## src/sv/gaq_pkg.sv

```systemverilog
// shared types and constants of the group absmax int8 quantizer
// no dependencies
package gaq_pkg;

	localparam int GROUP_MAX_DEF = 64;

	localparam logic [31:0] FLOOR_BITS = 32'h2EDB_E6FF; // 1e-10f
	localparam logic [31:0] INF_BITS   = 32'h7F80_0000;
	localparam logic [23:0] DIV127_SIG = 24'hFE_0000;   // significand of 127.0f
	localparam logic [9:0]  DIV127_EXP = 10'd6;         // unbiased exponent of 127.0f
	localparam logic [7:0]  Q_SAT      = 8'd127;

	typedef enum logic {
		CFG_GRP_LEN     = 1'b0,
		CFG_GROUP_LIMIT = 1'b1
	} cfg_reg_t;

	typedef enum logic [2:0] {
		ST_IDLE,
		ST_SCALE,
		ST_SCALE_WAIT,
		ST_READ,
		ST_QSTART,
		ST_QWAIT,
		ST_OUT
	} state_t;

	typedef struct packed {
		logic take;
		logic scale_start;
		logic scale_capture;
		logic rd_issue;
		logic q_start;
		logic q_capture;
		logic next_idx;
		logic group_end;
	} ctrl_cmd_t;

	typedef struct packed {
		logic close_now;
		logic div_done;
		logic last_item;
	} dp_sts_t;

endpackage

```

## src/sv/gaq_ram.sv

```systemverilog
// generic single write, single read ram with registered read
// no dependencies
module gaq_ram #(
	parameter int WIDTH = 32,
	parameter int DEPTH = 64
) (
	input  logic                                     clk,
	input  logic                                     we,
	input  logic [(DEPTH > 1 ? $clog2(DEPTH) : 1)-1:0] waddr,
	input  logic [WIDTH-1:0]                         wdata,
	input  logic                                     re,
	input  logic [(DEPTH > 1 ? $clog2(DEPTH) : 1)-1:0] raddr,
	output logic [WIDTH-1:0]                         rdata
);
	logic [WIDTH-1:0] mem_q [DEPTH];

	always_ff @(posedge clk) begin
		if (we) begin
			mem_q[waddr] <= wdata;
		end
		if (re) begin
			rdata <= mem_q[raddr];
		end
	end
endmodule

```

## src/sv/gaq_fdiv.sv

```systemverilog
// iterative significand divider, one quotient bit per cycle, round to nearest even
// no dependencies
module gaq_fdiv (
	input  logic              clk,
	input  logic              arst_n,
	input  logic              start,
	input  logic [23:0]       a_sig,
	input  logic [23:0]       b_sig,
	output logic              done,
	output logic [23:0]       q_sig,
	output logic signed [1:0] eadj
);
	logic [24:0] rem_q;
	logic [25:0] quo_q;
	logic [23:0] b_q;
	logic        pre_q;
	logic [4:0]  cnt_q;
	logic        busy_q;
	logic        done_q;

	logic        ge;
	logic [24:0] diff;
	logic [24:0] rsel;
	logic        up;
	logic [24:0] sum;

	assign ge   = rem_q >= {1'b0, b_q};
	assign diff = rem_q - {1'b0, b_q};
	assign rsel = ge ? diff : rem_q;

	always_ff @(posedge clk or negedge arst_n) begin
		if (!arst_n) begin
			busy_q <= 1'b0;
			done_q <= 1'b0;
			cnt_q  <= '0;
		end else begin
			done_q <= 1'b0;
			if (start) begin
				busy_q <= 1'b1;
				cnt_q  <= 5'd25;
			end else if (busy_q) begin
				if (cnt_q == 5'd0) begin
					busy_q <= 1'b0;
					done_q <= 1'b1;
				end else begin
					cnt_q <= cnt_q - 5'd1;
				end
			end
		end
	end

	always_ff @(posedge clk) begin
		if (start) begin
			pre_q <= a_sig < b_sig;
			rem_q <= (a_sig < b_sig) ? {a_sig, 1'b0} : {1'b0, a_sig};
			quo_q <= '0;
			b_q   <= b_sig;
		end else if (busy_q) begin
			rem_q <= {rsel[23:0], 1'b0};
			quo_q <= {quo_q[24:0], ge};
		end
	end

	// guard bit from quo_q[1], sticky from the last quotient bit and the remainder
	assign up   = quo_q[1] & (quo_q[0] | (rem_q != '0) | quo_q[2]);
	assign sum  = {1'b0, quo_q[25:2]} + {24'd0, up};
	assign q_sig = sum[24] ? 24'h80_0000 : sum[23:0];
	assign eadj  = (pre_q && !sum[24]) ? -2'sd1 : ((!pre_q && sum[24]) ? 2'sd1 : 2'sd0);
	assign done  = done_q;
endmodule

```

## src/sv/gaq_dp.sv

```systemverilog
// datapath: config registers, sample store, group state, divider and output register
// depends on gaq_pkg, gaq_ram, gaq_fdiv
module gaq_dp #(
	parameter int GROUP_MAX = gaq_pkg::GROUP_MAX_DEF
) (
	input  logic               clk,
	input  logic               arst_n,
	input  logic               cfg_we,
	input  logic               cfg_addr,
	input  logic [15:0]        cfg_wdata,
	input  logic [31:0]        sample_bits,
	input  logic               end_of_tensor,
	input  gaq_pkg::ctrl_cmd_t cmd,
	output gaq_pkg::dp_sts_t   sts,
	output logic [7:0]         qvalue,
	output logic [31:0]        scale_bits,
	output logic [15:0]        group_index,
	output logic               last_of_group,
	output logic               tensor_done
);
	import gaq_pkg::*;

	localparam int AW = (GROUP_MAX > 1) ? $clog2(GROUP_MAX) : 1;
	localparam int CW = $clog2(GROUP_MAX + 1);

	logic [6:0]    gs_q;
	logic [15:0]   gl_q;
	logic [CW-1:0] fill_q;
	logic [CW-1:0] idx_q;
	logic [31:0]   absmax_q;
	logic [15:0]   group_q;
	logic          eot_q;
	logic [31:0]   scale_q;
	logic [7:0]    qv_q;
	logic          last_q;
	logic          done_q;

	logic [6:0]        eff;
	logic              drop;
	logic [31:0]       mag;
	logic              mag_nan;
	logic [31:0]       flo;
	logic [31:0]       x;
	logic              div_start;
	logic [23:0]       div_a;
	logic [23:0]       div_b;
	logic              div_done;
	logic [23:0]       q_sig;
	logic signed [1:0] eadj;
	logic [9:0]        e_scale;
	logic signed [9:0] e_q;
	logic [2:0]        sh;
	logic [31:0]       sh_v;
	logic [7:0]        t;
	logic [7:0]        mag_q;
	logic [7:0]        qv;
	logic              x_nan;
	logic              x_inf;
	logic              s_inf;

	assign eff  = (gs_q == 7'd0 || gs_q > 7'(GROUP_MAX)) ? 7'(GROUP_MAX) : gs_q;
	assign drop = group_q >= gl_q;
	assign mag  = {1'b0, sample_bits[30:0]};
	assign mag_nan = (mag[30:23] == 8'hFF) && (mag[22:0] != '0);
	assign flo  = (absmax_q < FLOOR_BITS) ? FLOOR_BITS : absmax_q;

	assign sts.close_now = !drop && ((8'(fill_q) + 8'd1 >= {1'b0, eff}) || end_of_tensor);
	assign sts.div_done  = div_done;
	assign sts.last_item = ((CW+1)'(idx_q) + (CW+1)'(1)) == (CW+1)'(fill_q);

	always_ff @(posedge clk or negedge arst_n) begin
		if (!arst_n) begin
			gs_q     <= 7'd64;
			gl_q     <= 16'd1;
			fill_q   <= '0;
			absmax_q <= '0;
			group_q  <= '0;
			eot_q    <= 1'b0;
			idx_q    <= '0;
		end else begin
			if (cfg_we) begin
				unique case (cfg_reg_t'(cfg_addr))
					CFG_GRP_LEN:     gs_q <= cfg_wdata[6:0];
					CFG_GROUP_LIMIT: gl_q <= cfg_wdata;
					default: ;
				endcase
			end
			if (cmd.take) begin
				if (drop) begin
					if (end_of_tensor) begin
						fill_q   <= '0;
						absmax_q <= '0;
						group_q  <= '0;
					end
				end else begin
					fill_q <= fill_q + CW'(1);
					eot_q  <= end_of_tensor;
					if (!mag_nan && mag > absmax_q) begin
						absmax_q <= mag;
					end
				end
			end
			if (cmd.scale_capture) begin
				idx_q <= '0;
			end
			if (cmd.next_idx) begin
				idx_q <= idx_q + CW'(1);
			end
			if (cmd.group_end) begin
				fill_q   <= '0;
				absmax_q <= '0;
				group_q  <= eot_q ? 16'd0 : group_q + 16'd1;
			end
		end
	end

	gaq_ram #(
		.WIDTH(32),
		.DEPTH(GROUP_MAX)
	) u_store (
		.clk   (clk),
		.we    (cmd.take && !drop),
		.waddr (fill_q[AW-1:0]),
		.wdata (sample_bits),
		.re    (cmd.rd_issue),
		.raddr (idx_q[AW-1:0]),
		.rdata (x)
	);

	assign div_start = cmd.scale_start | cmd.q_start;
	assign div_a = cmd.scale_start ? {1'b1, flo[22:0]} : {1'b1, x[22:0]};
	assign div_b = cmd.scale_start ? DIV127_SIG : {1'b1, scale_q[22:0]};

	gaq_fdiv u_div (
		.clk    (clk),
		.arst_n (arst_n),
		.start  (div_start),
		.a_sig  (div_a),
		.b_sig  (div_b),
		.done   (div_done),
		.q_sig  (q_sig),
		.eadj   (eadj)
	);

	assign e_scale = {2'b00, flo[30:23]} - DIV127_EXP + {{8{eadj[1]}}, eadj};

	always_ff @(posedge clk) begin
		if (cmd.scale_capture) begin
			scale_q <= (absmax_q == INF_BITS) ? INF_BITS : {1'b0, e_scale[7:0], q_sig[22:0]};
		end
	end

	// quotient exponent, unbiased
	assign e_q  = $signed({2'b00, x[30:23]}) - $signed({2'b00, scale_q[30:23]})
		+ $signed({{8{eadj[1]}}, eadj});
	assign sh   = 3'(e_q + 10'sd1);
	assign sh_v = {8'd0, q_sig} << sh;
	assign t    = sh_v[31:24] + {7'd0, sh_v[23]};
	assign x_nan = (x[30:23] == 8'hFF) && (x[22:0] != '0);
	assign x_inf = (x[30:23] == 8'hFF) && (x[22:0] == '0);
	assign s_inf = scale_q == INF_BITS;

	always_comb begin
		priority if (x_nan || (x_inf && s_inf) || s_inf || x[30:23] == 8'h00) begin
			mag_q = 8'd0;
		end else if (x_inf || e_q >= 10'sd7) begin
			mag_q = Q_SAT;
		end else if (e_q < -10'sd1) begin
			mag_q = 8'd0;
		end else begin
			mag_q = (t > Q_SAT) ? Q_SAT : t;
		end
	end

	assign qv = x[31] ? (8'd0 - mag_q) : mag_q;

	always_ff @(posedge clk) begin
		if (cmd.q_capture) begin
			qv_q   <= qv;
			last_q <= sts.last_item;
			done_q <= sts.last_item && eot_q;
		end
	end

	assign qvalue        = qv_q;
	assign scale_bits    = scale_q;
	assign group_index   = group_q;
	assign last_of_group = last_q;
	assign tensor_done   = done_q;
endmodule

```

## src/sv/gaq_ctrl.sv

```systemverilog
// controller: sequences load, scale, per-sample quantize and output beats
// depends on gaq_pkg
module gaq_ctrl (
	input  logic               clk,
	input  logic               arst_n,
	input  logic               in_valid,
	input  logic               out_ready,
	input  gaq_pkg::dp_sts_t   sts,
	output gaq_pkg::ctrl_cmd_t cmd,
	output logic               in_ready,
	output logic               out_valid
);
	import gaq_pkg::*;

	state_t state_q;
	state_t state_d;

	always_ff @(posedge clk or negedge arst_n) begin
		if (!arst_n) begin
			state_q <= ST_IDLE;
		end else begin
			state_q <= state_d;
		end
	end

	always_comb begin
		state_d = state_q;
		unique case (state_q)
			ST_IDLE:       if (in_valid && sts.close_now) state_d = ST_SCALE;
			ST_SCALE:      state_d = ST_SCALE_WAIT;
			ST_SCALE_WAIT: if (sts.div_done) state_d = ST_READ;
			ST_READ:       state_d = ST_QSTART;
			ST_QSTART:     state_d = ST_QWAIT;
			ST_QWAIT:      if (sts.div_done) state_d = ST_OUT;
			ST_OUT: begin
				if (out_ready) begin
					state_d = sts.last_item ? ST_IDLE : ST_READ;
				end
			end
			default:       state_d = ST_IDLE;
		endcase
	end

	always_comb begin
		cmd       = '0;
		in_ready  = 1'b0;
		out_valid = 1'b0;
		unique case (state_q)
			ST_IDLE: begin
				in_ready = 1'b1;
				cmd.take = in_valid;
			end
			ST_SCALE:      cmd.scale_start = 1'b1;
			ST_SCALE_WAIT: cmd.scale_capture = sts.div_done;
			ST_READ:       cmd.rd_issue = 1'b1;
			ST_QSTART:     cmd.q_start = 1'b1;
			ST_QWAIT:      cmd.q_capture = sts.div_done;
			ST_OUT: begin
				out_valid     = 1'b1;
				cmd.next_idx  = out_ready && !sts.last_item;
				cmd.group_end = out_ready && sts.last_item;
			end
			default: ;
		endcase
	end
endmodule

```

## src/sv/group_absmax_int8_quantizer_top.sv

```systemverilog
// throughput: one buffered sample per cycle while the controller is idle; a group then
//   needs one scale division and one division per output beat on the shared 26-step
//   divider, and no new samples are taken until its last beat has gone out
// reset: arst_n clears group state, fill count and absmax, the group length to 64,
//   group_limit to 1; the sample store is not cleared
module group_absmax_int8_quantizer_top #(
	parameter int GROUP_MAX = gaq_pkg::GROUP_MAX_DEF
) (
	input  logic        clk,
	input  logic        arst_n,
	// configuration write port
	input  logic        cfg_we,
	input  logic        cfg_addr,
	input  logic [15:0] cfg_wdata,
	// input samples
	input  logic        s_axis_tvalid,
	output logic        s_axis_tready,
	input  logic [31:0] s_axis_tdata,   // sample_bits
	input  logic        s_axis_tlast,   // end_of_tensor
	// quantized results
	output logic        m_axis_tvalid,
	input  logic        m_axis_tready,
	output logic [55:0] m_axis_tdata,   // qvalue[7:0], scale_bits[39:8], group_index[55:40]
	output logic        m_axis_tlast,   // last_of_group
	output logic        m_axis_tuser    // tensor_done
);
	import gaq_pkg::*;

	ctrl_cmd_t   cmd;
	dp_sts_t     sts;
	logic [7:0]  qvalue;
	logic [31:0] scale_bits;
	logic [15:0] group_index;

	// the controller owns all sequencing; beats only move in idle and output states
	gaq_ctrl u_ctrl (
		.clk       (clk),
		.arst_n    (arst_n),
		.in_valid  (s_axis_tvalid),
		.out_ready (m_axis_tready),
		.sts       (sts),
		.cmd       (cmd),
		.in_ready  (s_axis_tready),
		.out_valid (m_axis_tvalid)
	);

	// the datapath holds the store, the running absmax and one shared divider
	// used first for absmax/127 and then for each sample over the scale
	gaq_dp #(
		.GROUP_MAX(GROUP_MAX)
	) u_dp (
		.clk           (clk),
		.arst_n        (arst_n),
		.cfg_we        (cfg_we),
		.cfg_addr      (cfg_addr),
		.cfg_wdata     (cfg_wdata),
		.sample_bits   (s_axis_tdata),
		.end_of_tensor (s_axis_tlast),
		.cmd           (cmd),
		.sts           (sts),
		.qvalue        (qvalue),
		.scale_bits    (scale_bits),
		.group_index   (group_index),
		.last_of_group (m_axis_tlast),
		.tensor_done   (m_axis_tuser)
	);

	// pack the result beat, first field lowest
	assign m_axis_tdata = {group_index, scale_bits, qvalue};
endmodule

```

## config.mk

```make
export PLATFORM = sky130hd
export DESIGN_NAME = group_absmax_int8_quantizer_top
export DESIGN_NICKNAME = d
export VERILOG_FILES = /design/src/sv/gaq_pkg.sv /design/src/sv/gaq_ram.sv /design/src/sv/gaq_fdiv.sv /design/src/sv/gaq_dp.sv /design/src/sv/gaq_ctrl.sv /design/src/sv/group_absmax_int8_quantizer_top.sv
export SDC_FILE = /design/constraint.sdc
export NUM_CORES = 2
export LEC_CHECK = 0
export ABC_CLOCK_PERIOD_IN_PS = 6050
export BUFFER_PORTS_ARGS = -buffer_cell sky130_fd_sc_hd__clkbuf_2
export CORE_MARGIN = 1.5
export CORE_UTILIZATION = 57
export DETAILED_ROUTE_END_ITERATION = 6
export GPL_TIMING_DRIVEN = 0
export PLACE_DENSITY = 0.76
export SLEW_MARGIN = 20
export SYNTH_ARGS = -nofsm -noshare
export SYNTH_HDL_FRONTEND = slang
export SYNTH_SLANG_ARGS = --single-unit
```

## constraint.sdc

```tcl
create_clock -name clk -period 6.05 [get_ports clk]
set_input_delay 0.3025 -clock clk [delete_from_list [all_inputs] [get_ports clk]]
set_output_delay 0.3025 -clock clk [all_outputs]
set_load 0.01 [all_outputs]
```

Word-level counts from Yosys, hierarchy flattened
Memories as Yosys holds them, arrays and structs flattened. A register that Yosys moved wholly into a read port is not among the register bits.
Cells that the tools add are included.
- add/sub/neg operators: 15
- order comparisons: 10
- equal/unequal tests: 17
- shift-type cells: 1
- multiplexer cells: 58
- bitwise logic cells: 6
- reduce and logical (&&, ||, !) cells: 46
- operators by type and width (kind ; count):
    $mux 32 ; 5
    $mux 16 ; 5
    $mux 25 ; 3
    $eq 32x31->1 const B ; 2
    $mux 7 ; 7
    $mux 24 ; 2
    $mux 23 ; 2
    $reduce_bool 23->1 ; 2
    $mux 8 ; 5
    $gt 31x32->1 ; 1
    $lt 32x30->1 const B ; 1
    $shl 24x3->32 ; 1
    $mux 31 ; 1
    $add 24x1->25 ; 1
    $ge 25x24->1 ; 1
    $reduce_bool 25->1 ; 1
    $lt 24x24->1 ; 1
    $sub 24x24->24 ; 1
    $logic_not 23->1 ; 1
    $pmux 3 s7 ; 1
    $mux 1 ; 17
    $add 16x1->16 const B ; 1
    $add 7x1->8 const B ; 2
    $eq 8x8->1 const B ; 2
    other kinds (40) ; 87
- register bits after elaboration: 214
- memory bits (writable): 2048
- input bits: 55
- output and inout port bits: 60
- logic and storage cells: 174
- memories: 1
- memories (name ; words ; bits a word ; read ports ; clocked after Yosys merged registers in ; write ports ; line ; source):
    u_dp.u_store.mem_q ; 64 ; 32 ; 1 ; 1 ; 1 ; gaq_ram.sv:15 ; logic [WIDTH-1:0] mem_q [DEPTH];

Longest topological paths before layout
- depth in word-level cells: 19
- gate-level depth with buffers: 25
- mapped depth without buffers: 25

By module
A second synthesis with hierarchy kept.
- cell total of the unflattened synthesis: 5020
- area total of the unflattened synthesis: 94608.2 um^2
- modules (own cells, without submodules) (module ; times used ; cells each ; area each (um^2) ; seq. area each (um^2)):
    gaq_ram ; 1 ; 3324 ; 78835.6 ; 62459.9
    gaq_dp ; 1 ; 1034 ; 9411.5 ; 3360.7
    gaq_fdiv ; 1 ; 629 ; 6065.8 ; 2197.1
    gaq_ctrl ; 1 ; 33 ; 295.3 ; 75.1

Worst setup path before layout
OpenSTA, ideal clock, no wires.
- path kind: reg2reg
- start: register u_dp.u_div.quo_q[2]
- end: register u_dp.qv_q[4], in the netlist u_dp.qvalue[4] (data pin)
- library setup time: 0.135 ns
- arrival time: 5.522 ns
- required time: 5.915 ns
- slack: 0.393 ns
- cell stages (with the launch flop): 24
- buffers on the path: 2
- period minus slack after synthesis: 5.657 ns
- cell sequence: dfxtp_1 > and2_1 > ha_1 > nand3_1 > nor4_2 > nand4_1 > ha_1 > buf_2 > xnor2_1 > ha_1 > a21oi_1 > nor2_1 > a41o_1 > a221o_1 > and4b_1 > or4_4 > o21ai_1 > clkbuf_1 > o21ai_0 > nand2_1 > ha_1 > o221ai_1 > or4_1 > nand3_1
- word-level cells in the longest chain between the ends: 17
- elaborated cells between the ends (all ways): 23
- those cells by class: add/sub (5); order compare (3); shift (1); mux (8); bitwise (2); reduce/logical (4)
- ends and longest elaborated chain (item ; line ; source):
    start: declaration ; gaq_fdiv.sv:14 ; logic [25:0] quo_q;
    start signal: assignment ; gaq_fdiv.sv:60 ; quo_q <= {quo_q[24:0], ge};
    $or 1x1->1 ; gaq_fdiv.sv:65 ; assign up = quo_q[1] & (quo_q[0] | (rem_q != '0) | quo_q[2]);
    $and 1x1->1 ; gaq_fdiv.sv:65 ;
    $add 24x1->25 (*) ; gaq_fdiv.sv:66 ; assign sum = {1'b0, quo_q[25:2]} + {24'd0, up};
    $logic_and 1x1->1 / $logic_not 1->1 (equally long branches) ; gaq_fdiv.sv:68 ; assign eadj = (pre_q && !sum[24]) ? -2'sd1 : ((!pre_q && sum[24]) ? 2'sd1 : 2'sd0);
    $mux 1 / $logic_and 1x1->1 (equally long branches) ; gaq_fdiv.sv:68 ;
    $mux 2 ; gaq_fdiv.sv:68 ;
    $add 9x2->10 ; gaq_dp.sv:155 ; + $signed({{8{eadj[1]}}, eadj});
    $add 3x2->3 ; gaq_dp.sv:156 ; assign sh = 3'(e_q + 10'sd1);
    [2 not listed] ; -- ;
    $gt 8x7->1 ; gaq_dp.sv:171 ; mag_q = (t > Q_SAT) ? Q_SAT : t;
    $mux 8 ; gaq_dp.sv:171 ;
    $mux 8 ; gaq_dp.sv:168 ; end else if (e_q < -10'sd1) begin
    $mux 8 (*) ; gaq_dp.sv:166 ; end else if (x_inf || e_q >= 10'sd7) begin
    $mux 8 (*) ; gaq_dp.sv:164 ; priority if (x_nan || (x_inf && s_inf) || s_inf || x[30:23] == 8'h00) begin
    $sub 1x8->8 ; gaq_dp.sv:175 ; assign qv = x[31] ? (8'd0 - mag_q) : mag_q;
    $mux 8 (*) ; gaq_dp.sv:175 ;
    named net u_dp.qv[4] ; gaq_dp.sv:56 ; logic [7:0] qv;
    end signal: assignment ; gaq_dp.sv:179 ; qv_q <= qv;
    end: declaration ; gaq_dp.sv:34 ; logic [7:0] qv_q;
Mark *: on every way through the listed nets, which the timed path passes. The rest lies on a longest branch.
A chain may end at the register's enable or synchronous reset.

Worst setup path after layout
- start: register u_dp.group_q[0], in the netlist u_dp.group_index[0]
- end: memory u_dp.u_store.mem_q[5][12] (enable)
- word-level cells in the longest chain between the ends: 5
- ends and longest elaborated chain (item ; line ; source):
    start: declaration ; gaq_dp.sv:31 ; logic [15:0] group_q;
    start signal: assignment ; gaq_dp.sv:112 ; group_q <= eot_q ? 16'd0 : group_q + 16'd1;
    $ge 16x16->1 ; gaq_dp.sv:62 ; assign drop = group_q >= gl_q;
    $logic_not 1->1 ; gaq_dp.sv:122 ; .we (cmd.take && !drop),
    $logic_and 1x1->1 ; gaq_dp.sv:122 ;
    $mux 1 ; gaq_ram.sv:18 ; if (we) begin
    $mux 1 (implied by the code) ; gaq_ram.sv:19 ; mem_q[waddr] <= wdata;
    end: declaration ; gaq_ram.sv:15 ;
Every way passes these cells.

==> impl_metrics.py <==
metrics = {
    "run_status": {
        "run_status": "complete, but fails checks",
        "failed_checks": "DRC",
    },
    "route": {
        "remaining_drc_errors": 1,
        "firstDrtPassIters": 7,
        "route.final.wire_length_um": 278100,
        "ant_nets": 0,
        "vias": 53850,
        "drt_iter0_drc": 8298,
        "via_per_inst": 7.013,
        "routedWlPerCell_um": 36.22,
    },
    "power_and_ir_drop": {
        "fin_total_pwr_mw": 31.59,
        "ir_worst_vdd_mv": 0.3433,
        "cellLeakagePower_nw": 35.29,
        "power_density_nw_per_um2": 289.8,
    },
    "worst_setup_path": {
        "r2r_slack_ns": 0.23,
        "crit_type": "register to register",
        "worstPathCellList": "inv_1 > ha_1 > nand2b_1 > a21o_1 > a21o_1 > a21o_1 > a21o_1 > a21oi_1 > o21ai_1 > a211o_1 > nor2_1 > clkbuf_1 > nand4b_1 > nor2_4 > buf_16 > buf_16",
        "timing.critical_path.slowest_stage_cell": "sky130_fd_sc_hd__nand4b_1",
        "critPathMaxFanout": 13,
        "reg2reg_depth": 16,
        "crit_arrival_ns": 6.37,
        "critical_path.reg2reg.endpoint": "u_dp.u_store.mem_q[5][12]",
        "crit_required_ns": 6.61,
        "most_used_cell_cp": "sky130_fd_sc_hd__a21o_1",
        "timing.critical_path.from_type": "register",
        "critical_path.endpoint_type": "register",
        "regToRegStartpoint": "u_dp.group_index[0]",
        "timing.critical_path.slowest_cell_delay_ns": 1.04,
    },
    "final_layout": {
        "fraction_of_layout_instances_using_a_drive_strength_above_1_pct": 25.97,
        "final_nets": 5490,
        "layout.filler_cells": 10170,
        "synthesis_to_layout_area_growth_pct": 15.43,
        "cell_area_after_layout_um2": 109000,
    },
    "die": {
        "placementRows": 149,
        "top_level_i_o_count": 115,
        "floorplan.core_area_um2": 164800,
        "floorplan.initialDensity_pct": 57.31,
        "area_enclosed_by_the_die_boundary_um2": 168100,
        "die_h_um": 410.1,
        "die_width_um": 410.1,
    },
    "sta": {
        "maxClockFrequency_mhz": 171.9,
        "report.final.slew_viol_count": 0,
        "setup_repair_after_global_routing_missed_its_margin": "false",
        "hold_violations": 0,
        "worstMarginPinSlew_ns": 1.266,
        "final_cycle_share_pct": 96.17,
        "setup_viol_count_final": 0,
        "final.min_clock_period_ns": 5.818,
        "max_slew_margin_pct": 15.61,
        "fin_skew_ns": 0.03571,
        "timing.hold.ws_ns": 0.06129,
    },
    "placement": {
        "finalWeightedCongestion": 0.9675,
        "place.port_buffers": 113,
        "postPlaceCellArea_um2": 101300,
        "hpwlAfterDp_um": 174500,
    },
    "synth": {
        "asyncSetResetFlopFracSynth_pct": 4.147,
        "ys_seq_area_share_pct": 72.07,
        "ys_top_cells_by_count": "2170 x sky130_fd_sc_hd__edfxtp_1, 664 x sky130_fd_sc_hd__mux4_2, 216 x sky130_fd_sc_hd__nor2_1, 164 x sky130_fd_sc_hd__clkbuf_1, 148 x sky130_fd_sc_hd__inv_1",
        "synthesis.nets": 4990,
        "yosysWarningCount": 0,
        "netlist-cell-type-count": 97,
        "synth_edf_count": 2170,
        "post-synth-top-area-fraction_pct": 69.00,
        "synthCells": 4797,
        "syn-mean-instance-area_um2": 19.69,
        "synthDominantAreaCellType": "sky130_fd_sc_hd__edfxtp_1",
        "synth.area.top_cells": "sky130_fd_sc_hd__edfxtp_1 69%, sky130_fd_sc_hd__mux4_2 16%, sky130_fd_sc_hd__dfrtp_1 2.5%",
        "syn-cell-area_um2": 94440,
        "synth.most_common_cell": "sky130_fd_sc_hd__edfxtp_1",
        "synth_ff_type": "sky130_fd_sc_hd__edfxtp_1",
        "postSynthRegisterBits": 2291,
    },
    "cts": {
        "number_of_clock_sinks": 2291,
        "h-tree-depth": 4,
        "worst_skew_pair.late_latency_ns": 0.86,
        "clk_pin_slew_worst_paths_ns": 0.07,
        "tritoncts": "yes",
        "clock_path_buffers": 3,
        "cts-root-buf": "sky130_fd_sc_hd__clkbuf_16",
        "tritoncts.num_buffers": 217,
    },
    "worst_hold_path": {
        "start_point_of_the_worst_hold_path": "s_axis_tdata[31]",
        "min_path_cells": 1,
        "hold_end": "u_dp.u_store.mem_q[5][31]",
        "worst_hold_path_type": "primary input to register",
    },
    "run": {
        "max_capacitance_violation_total": 0,
    },
    "grt": {
        "grt_usage_pct": 33.27,
        "grt_start_max_net_pins": 73,
        "first_global_vias": 53260,
        "number_of_antenna_violations_at_the_first_check_in_global_routing": 25,
        "global_route_wire_length_before_repair_um": 392300,
        "grt_overflow": 0,
    },
}
[flip-flops by register name, summed over array words and instances (netlist names)]
register,count
u_dp.u_div.pre_q,1
u_dp.u_div.busy_q,1
u_dp.last_of_group,1
u_dp.group_index,16
u_dp.tensor_done,1
u_dp.u_div.rem_q,25
u_dp.absmax_q,31
u_dp.gs_q,7
u_dp.u_div.quo_q,26
u_dp.u_store.rdata,32
u_dp.u_div.b_q,23
u_dp.u_div.cnt_q,5
u_dp.qvalue,8
u_ctrl.state_q,3
u_dp.idx_q,7
u_dp.gl_q,16
u_dp.u_div.done,1
u_dp.scale_bits,31
u_dp.eot_q,1
u_dp.u_store.mem_q,2048
u_dp.fill_q,7
[routing by layer]
| metal | routed length, µm | GRT usage (%) | vias up |
|---|---|---|---|
| met3 | 32230 | 7.559 | 935 |
| li1 | - | - | 20800 |
| met1 | 95470 | 43.13 | 27670 |
| met2 | 132400 | 52.72 | 4412 |
| met4 | 17810 | 18.28 | 26 |
| met5 | 184 | 0 | - |
[what timing repair did]
| action | in CTS | in global routing |
|---|---|---|
| endpoints found under the setup margin | 7 | 20 |
| buffers inserted | 2 | 5 |
| gates resized for setup | 12 | 16 |
| hold endpoints to repair | 297 | 0 |
| pin swaps | 2 | 6 |
| hold buffers | 35 | 0 |
[worst max-delay path, delay by kind of cell (launching register included)]
kind | cells | cell delay (ns)
buffers and inverters | 4 | 0.94
flip-flops | 1 | 0.47
AND/OR/NAND/NOR | 4 | 2.36
adder cells (fa/ha/maj) | 1 | 0.28
AO/OA/AOI/OAI | 7 | 1.42
[stage by stage]
step | setup slack, ns | setup TNS (ns) | instances | utilization, %
floorplan | 0.3929 | 0 | 4797 | -
global placement | -2.781 | -1755.77 | 7099 | 59.31
detailed placement | -0.8846 | -2.640 | 7223 | 61.48
CTS | 0.02755 | 0 | 7662 | 66.04
global route | 0.008009 | 0 | 7671 | 66.14
finish | 0.2320 | 0 | 7678 | 66.15
[cell type report]
| cell class | instances | area, µm² | share of cell area [%] |
|---|---|---|---|
| Antenna cell | 9 | 22.52 | 0.02066 |
| Buffer | 235 | 949.7 | 0.8711 |
| Clock buffer | 265 | 5724 | 5.251 |
| Clock inverter | 137 | 1366 | 1.253 |
| Inverter | 153 | 576.8 | 0.5291 |
| Multi-Input combinational cell | 2116 | 25490 | 23.39 |
| Sequential cell | 2291 | 68070 | 62.44 |
| Tap cell | 2189 | 2739 | 2.512 |
| Timing Repair Buffer | 283 | 4076 | 3.739 |
[cell families after synthesis]
family	share of synthesized area, %
and+or+nand+nor	3.849
other	0.003971
muxes	17.07
xor gates and xnor gates	0.7816
DFF	72.07
AOI/OAI and AO/OA	2.811
adders and majority gates	1.852
buffers and inverters	1.563
[power by group]
| part | internal, mW | switching, mW |
|---|---|---|
| Sequential | 17.3 | 0.0149 |
| Clock | 7.68 | 6.11 |
| Combinational | 0.0985 | 0.332 |
| Total | 25.1 | 6.46 |
[how the worst max path moves through the flow]
stage / start / slack, ns / cells after the start / end
6_report: u_dp.group_index[0] / 0.23 / 16 / u_dp.u_store.mem_q[5][12]
5_1_grt: u_dp.u_div.quo_q[2] / 0.008 / 24 / u_dp.qvalue[6]
4_1_cts: u_dp.u_div.quo_q[2] / 0.03 / 24 / u_dp.qvalue[4]
3_5_place_dp: u_dp.u_div.quo_q[2] / -0.88 / 22 / u_dp.qvalue[4]
3_3_place_gp: u_dp.group_index[0] / -2.78 / 13 / u_dp.u_store.mem_q[63][23]
2_1_floorplan: u_dp.u_div.quo_q[2] / 0.39 / 23 / u_dp.qvalue[4]
[cells in the final DEF, fill, tap and decap left out, types with 63 or more instances in the layout]
| cell | count |
|---|---|
| sky130_fd_sc_hd__o21ai_0 | 90 |
| sky130_fd_sc_hd__nand3_1 | 71 |
| sky130_fd_sc_hd__edfxtp_1 | 2170 |
| sky130_fd_sc_hd__dfrtp_1 | 93 |
| sky130_fd_sc_hd__mux2i_1 | 83 |
| sky130_fd_sc_hd__buf_16 | 87 |
| sky130_fd_sc_hd__clkbuf_16 | 220 |
| sky130_fd_sc_hd__mux4_2 | 664 |
| sky130_fd_sc_hd__nand2_1 | 147 |
| sky130_fd_sc_hd__ha_1 | 131 |
| sky130_fd_sc_hd__nor2_1 | 152 |
| sky130_fd_sc_hd__clkbuf_2 | 108 |
| sky130_fd_sc_hd__clkbuf_1 | 184 |
| sky130_fd_sc_hd__inv_1 | 147 |
| sky130_fd_sc_hd__nor2_4 | 63 |
Note: power is estimated with default switching activity, not from simulation.
